<file path="config.mk">
export PLATFORM = sky130hd
export DESIGN_NAME = tsta_cfg
export DESIGN_NICKNAME = d
export VERILOG_FILES = /design/src/rtl/topic_subscription_table_aging_assert.svh /design/src/rtl/tsta_pkg.sv /design/src/rtl/tsta_cfg.sv
export SDC_FILE = /design/constraint.sdc
export NUM_CORES = 1
export LEC_CHECK = 0
export BUFFER_PORTS_ARGS = -buffer_cell sky130_fd_sc_hd__buf_4
export CORE_ASPECT_RATIO = 2
export CORE_UTILIZATION = 27
export CTS_CLUSTER_DIAMETER = 100
export CTS_CLUSTER_SIZE = 8
export DETAILED_ROUTE_END_ITERATION = 6
export PLACE_DENSITY = 0.6
export SLEW_MARGIN = 15
export SYNTH_ARGS = -nofsm -noshare
export SYNTH_HDL_FRONTEND = slang
export SYNTH_SLANG_ARGS = --single-unit
</file>
<file path="constraint.sdc">
create_clock -name clk -period 0.9 [get_ports clk]
set_clock_uncertainty 0.2 [all_clocks]
set_input_delay 0.045 -clock clk [delete_from_list [all_inputs] [get_ports clk]]
set_output_delay 0.045 -clock clk [all_outputs]
set_load 0.01 [all_outputs]
</file>
<file path="src/rtl/topic_subscription_table_aging_assert.svh">
// Assertion macros used by the topic table top level.
`ifndef TOPIC_SUBSCRIPTION_TABLE_AGING_ASSERT_SVH
`define TOPIC_SUBSCRIPTION_TABLE_AGING_ASSERT_SVH

// Same-cycle implication, sampled on clk and disabled while in reset.
`define TSTA_ASSERT_NOW(label, ante, cons) \
    label: assert property (@(posedge clk) disable iff (!rst_n) (ante) |-> (cons)) \
        else $error("topic table check failed");

// Next-cycle implication, sampled on clk and disabled while in reset.
`define TSTA_ASSERT_NEXT(label, ante, cons) \
    label: assert property (@(posedge clk) disable iff (!rst_n) (ante) |=> (cons)) \
        else $error("topic table check failed");

`endif

</file>
<file path="src/rtl/tsta_pkg.sv">
// Types and constants of the topic subscription table.
package tsta_pkg;

    typedef enum logic [1:0] {
        OP_SUBSCRIBE = 2'd0,
        OP_PUBLISH   = 2'd1,
        OP_HEARTBEAT = 2'd2,
        OP_TICK      = 2'd3
    } op_t;

    typedef enum logic [2:0] {
        KIND_FORWARD    = 3'd0,
        KIND_DROPPED    = 3'd1,
        KIND_SUBSCRIBED = 3'd2,
        KIND_FULL       = 3'd3,
        KIND_HEARTBEAT  = 3'd4,
        KIND_EXPIRED    = 3'd5,
        KIND_TICK       = 3'd6,
        KIND_SHORT      = 3'd7
    } kind_t;

    typedef enum logic [2:0] {
        ST_IDLE,
        ST_LOOK,
        ST_EXEC,
        ST_FAN_RD,
        ST_FAN,
        ST_SWEEP_CHK,
        ST_SWEEP,
        ST_FLUSH
    } state_t;

    localparam logic [1:0] REG_EXPIRE_AGE   = 2'd0;
    localparam logic [1:0] REG_SWEEP_PERIOD = 2'd1;
    localparam logic [1:0] REG_MIN_LENGTH   = 2'd2;

    localparam logic [15:0] EXPIRE_AGE_RESET   = 16'd15;
    localparam logic [15:0] SWEEP_PERIOD_RESET = 16'd10;
    localparam logic [10:0] MIN_LENGTH_RESET   = 11'd12;

    typedef struct packed {
        logic [15:0] expire_age;
        logic [15:0] sweep_period;
        logic [10:0] min_length;
    } cfg_t;

    typedef struct packed {
        kind_t       kind;
        logic [15:0] out_topic;
        logic [31:0] dest_addr;
        logic [15:0] dest_port;
        logic [7:0]  out_tag;
        logic [10:0] out_length;
        logic [4:0]  subscriber_count;
    } result_t;

endpackage

</file>
<file path="src/rtl/tsta_cfg.sv">
// Configuration registers behind the APB-style port.
module tsta_cfg (
    input  logic               clk,
    input  logic               rst_n,
    input  logic               psel,
    input  logic               penable,
    input  logic               pwrite,
    input  logic [3:0]         paddr,
    input  logic [31:0]        pwdata,
    output logic [31:0]        prdata,
    output logic               pready,
    output tsta_pkg::cfg_t     cfg
);

    tsta_pkg::cfg_t cfg_reg;
    logic           wr_en;

    assign wr_en  = psel && penable && pwrite;
    assign pready = 1'b1;
    assign cfg    = cfg_reg;

    always_ff @(posedge clk or negedge rst_n)
    begin
        if (!rst_n)
        begin
            cfg_reg.expire_age   <= tsta_pkg::EXPIRE_AGE_RESET;
            cfg_reg.sweep_period <= tsta_pkg::SWEEP_PERIOD_RESET;
            cfg_reg.min_length   <= tsta_pkg::MIN_LENGTH_RESET;
        end
        else if (wr_en)
        begin
            case (paddr[3:2])
                tsta_pkg::REG_EXPIRE_AGE:   cfg_reg.expire_age   <= pwdata[15:0];
                tsta_pkg::REG_SWEEP_PERIOD: cfg_reg.sweep_period <= pwdata[15:0];
                tsta_pkg::REG_MIN_LENGTH:   cfg_reg.min_length   <= pwdata[10:0];
                default:                    ;
            endcase
        end
    end

    always_comb
    begin
        case (paddr[3:2])
            tsta_pkg::REG_EXPIRE_AGE:   prdata = {16'd0, cfg_reg.expire_age};
            tsta_pkg::REG_SWEEP_PERIOD: prdata = {16'd0, cfg_reg.sweep_period};
            tsta_pkg::REG_MIN_LENGTH:   prdata = {21'd0, cfg_reg.min_length};
            default:                    prdata = 32'd0;
        endcase
    end

endmodule

</file>
==> results.md <==
- The top cell type's share of synthesized area is 0.411.
- The static leakage is about 2 nW.
- Max-cap violations in this run came to 0.
- The remaining antenna violation count after routing is 0.
- In this run the core area contains 45 standard-cell rows.
- Together, buffers and inverters on the worst path number 1.
- The combined global-route utilization of all metal layers is 0.161.
- The flip-flop and latch area is between 0.001 and 0.0015 sq mm.
- The total I/O pin count is between 100 and 150.
- The congestion estimate from routability-driven global placement came to about 0.78.
- The total number of vias is 1,803.
- In this run the worst path has a maximum fanout of 2.
- Yosys mapped a number of flops with a built-in enable equal to 0.
- The area of the mapped netlist is about 0.0021 sq mm.
- The count of warnings emitted by yosys is 0.
- The maximum number of pins on one net before global-route repair is 21.
- The first global-routing pass estimated about 10000 um of wire.
- The horizontal die dimension is between 60 and 70 um.
- Of all cell types, the one taking the most synthesized area is dfrtp_1.
- The initial antenna violation count is 0.
- The setup path with the least slack is of type reg -> out.
- The count of cell types in the netlist is 19.
- In this run, synthesis produced a sequential element count of 43.
- The worst setup path is captured at a primary output.
- The count of final setup violators is a little over 100.
- Counting instances in the post-synthesis netlist gives the leading cell types as dfrtp_1 (35), mux2_2 (33), buf_4 (19), mux2i_1 (16).
- The number of hold buffers added after CTS was 1.
- For this run, design rule violations remaining after detail routing come to 0.
- The area of the core region is 0.00760 sq mm.
- Clock tree synthesis inserted a total of 5 buffers.
- The vias per cell is ~4.3.
- The net count of the finished layout is ~360.
- Compared with the post-synthesis result, the final layout area differs by 91.2%.
- Data on the critical path is required at its endpoint by between 0.6 and 0.7 ns.
- Among all flip-flop cells after synthesis, the most frequent one is dfrtp_1.
- The worst-case IR drop observed on VDD is between 1000 and 1500 uV.
- The area enclosed by the die boundary is just over 0.008 sq mm.
- The H-tree was split into 2 levels.
- Each instance of the synthesized netlist takes up on average 13.1 sq um.
- The clock tree from TritonCTS is yes.
- The share of total power dissipated in sequential elements is 0.330.
- The total power divided by cell area is roughly 2200 mW/mm^2.
- Timing would allow up to 704 MHz.
- The final routed wirelength across all metal layers is about 6500 um.
- In this run the power spent charging and discharging nets is between 0.002 and 0.003 W.
- The sequential-to-total area share from yosys stat is 0.510.
- The number of hold violations in the final report is 50.
- Setup repair after global routing could not meet its margin everywhere.
- The filler cells instantiated in the layout total roughly 670.
- The number of DRC markers in iteration 0 is ~40.
- The tightest min-delay check is of the in -> reg type.
- The number of port buffers is 81.
- The HPWL after detailed placement is 4510 um.
- The relative contribution of combinational cells to total power is 0.466.
- The clock net in this run drives a total of between 40 and 50 sinks.
- The later pin in the worst-skew pair is clocked with a latency of 0.28 ns.
- The largest individual stage delay along the critical path comes from the cell dfstp_2.
- Internal power comes to ~0.0063 W.
- The arrival time of the worst setup path is around 1.2 ns.
- After detailed routing, the average wire length per cell comes to 15.6 um.
- The number of global-route vias before repair is 1,867.
- The iteration count of the initial detailed-routing pass is 4.
- The post-layout total power is 0.00885 W.
- The overall die height is roughly 130 um.
- After synthesis, the share of flip-flops with an asynchronous set or reset is 1.00.
- On the final layout, the worst hold slack is -0.194 ns.
- The cell at the root of the clock tree is clkbuf_16.
- The checks that failed: hold timing, setup timing.
- In the finished design, the share of the clock period the worst path needs comes to 1.58.
- In the final layout, the multi-input gates occupy between 0.001 and 0.0015 sq mm.
- Yosys instantiated no cell more often than dfrtp_1.
- The flip-flop count of the largest register, all copies and words added is between 40 and 50.
- The flow ran to the end, but the final reports show violations.
- Of the cells placed in the final design, the portion with a size suffix greater than 1 is 0.708.
- The final critical-path required period is ~1.4 ns.
- The number of slew-limit violations in the final report was 0.
- In this run the deepest clock path goes through 2 buffers.
- The number of standard cells after synthesis is 162.
- The worst path setup slack after routing is -0.521 ns.
- The switching portion of total power is 0.284.
- The placed cell count is ~380.
- The cell family contributing the most delay on the critical path is flip-flops.
- Clock-pin slew was measured on the worst setup and hold paths at approximately 0.060 ns.
- The kind of launch point of the worst setup path is a flip-flop.
- The number of antenna diodes in the final layout is 0.
- By area the synthesized netlist is led by dfrtp_1 (41%), mux2_2 (17%), dfstp_2 (9.9%).
- The share of total power dissipated in the clock network is 0.204.
- Leaving out filler cells and counting taps, the final layout contains roughly 420.
- Traced cell by cell, the critical path runs through mux2i_1 -> o21ai_1 -> buf_4.
- Global routing finished with a remaining overflow of 0.
- For this configuration, the core starts out at a cell density of 0.280.
- Prior to clock tree synthesis, the placed netlist has a worst setup slack of -0.551 ns.
- The largest single stage delay on the critical path is about 0.54 ns.
## worst paths after layout
check                           depth (start not counted)       start         to  slack [ns]
worst min-delay path                                    2  pwdata[14]    cfg[41]       -0.19
min in group asynchronous                               2       rst_n    cfg[13]       -0.02
worst max-delay path                                    3     cfg[14]  prdata[3]       -0.52
worst min register to register                          1     cfg[11]    cfg[11]        0.37
worst max register to register                          3     cfg[23]    cfg[23]       -0.28
max in group asynchronous                               3       rst_n    cfg[25]        0.13
## final cells by class
cell class	count	area share
clock buffers	5	0.0307
clock inverters	3	0.00614
multi-input cells	108	0.259
flip-flops and latches	43	0.267
well taps	94	0.0289
repair buffers	163	0.409
## per-stage QoR
stage / cell area [sq um] / utilization / setup TNS, ns
floorplan: 2290 / - / -17.14
global placement: 3260 / 0.428 / -24.97
detailed placement: 3260 / 0.428 / -26.04
CTS: 3970 / 0.523 / -28.19
global route: 4070 / 0.536 / -30.24
finish: 4070 / 0.536 / -27.44
## logic make-up (layout without fill, tap and decap cells)
family	after synthesis	after routing	share of synthesized area
AOI/OAI and AO/OA	11	11	0.0259
buffers and inverters	26	171	0.0922
DFF	43	43	0.510
muxes	59	59	0.320
other	2	17	0.00353
and+or+nand+nor	21	21	0.0482
## power by group through the flow
stage / clock [W] / combinational [W] / sequential [W]
finish: 0.00181 / 0.00412 / 0.00292
global route: 0.00194 / 0.00441 / 0.00297
CTS: 0.00185 / 0.00385 / 0.00292
detailed placement: 0 / 0.00294 / 0.00287
global placement: 0 / 0.00290 / 0.00286
floorplan: 0 / 0.000965 / 0.00300
## layout by cell type (no fill, tap or decap)
cell           count
clkbuf_16          5
nor2_1             5
o21ai_1            9
mux2_2             4
nand3_4            1
buf_12             2
nor2b_4            1
buf_8              1
clkinv_4           2
nor3_4             1
conb_1            17
nand2_1           11
clkinvlp_4         1
dlygate4sd3_1      1
nor3b_4            1
dfstp_2            8
mux2i_1           16
o21ai_2            2
buf_4             51
buf_6            108
mux2_4            39
dfrtp_1           35
or3b_4             1
## metal layers
metal / vias up / track usage / routed length, um
met5: - / 0 / 0
met4: 0 / 0.0784 / 150
met1: 880 / 0.173 / 2320
met2: 66 / 0.292 / 3780
li1: 843 / - / -
met3: 14 / 0.0295 / 223
## what timing repair did
| item | 4_1_cts | 5_1_grt |
|---|---|---|
| cloned | 2 | 0 |
| endpoints found under the hold margin | 86 | 48 |
| resized for setup | 119 | 35 |
| buffers inserted | 11 | 35 |
| pin swaps | 3 | 6 |
| endpoints found under the setup margin | 102 | 102 |
Note: power is estimated with default switching activity, not from simulation.
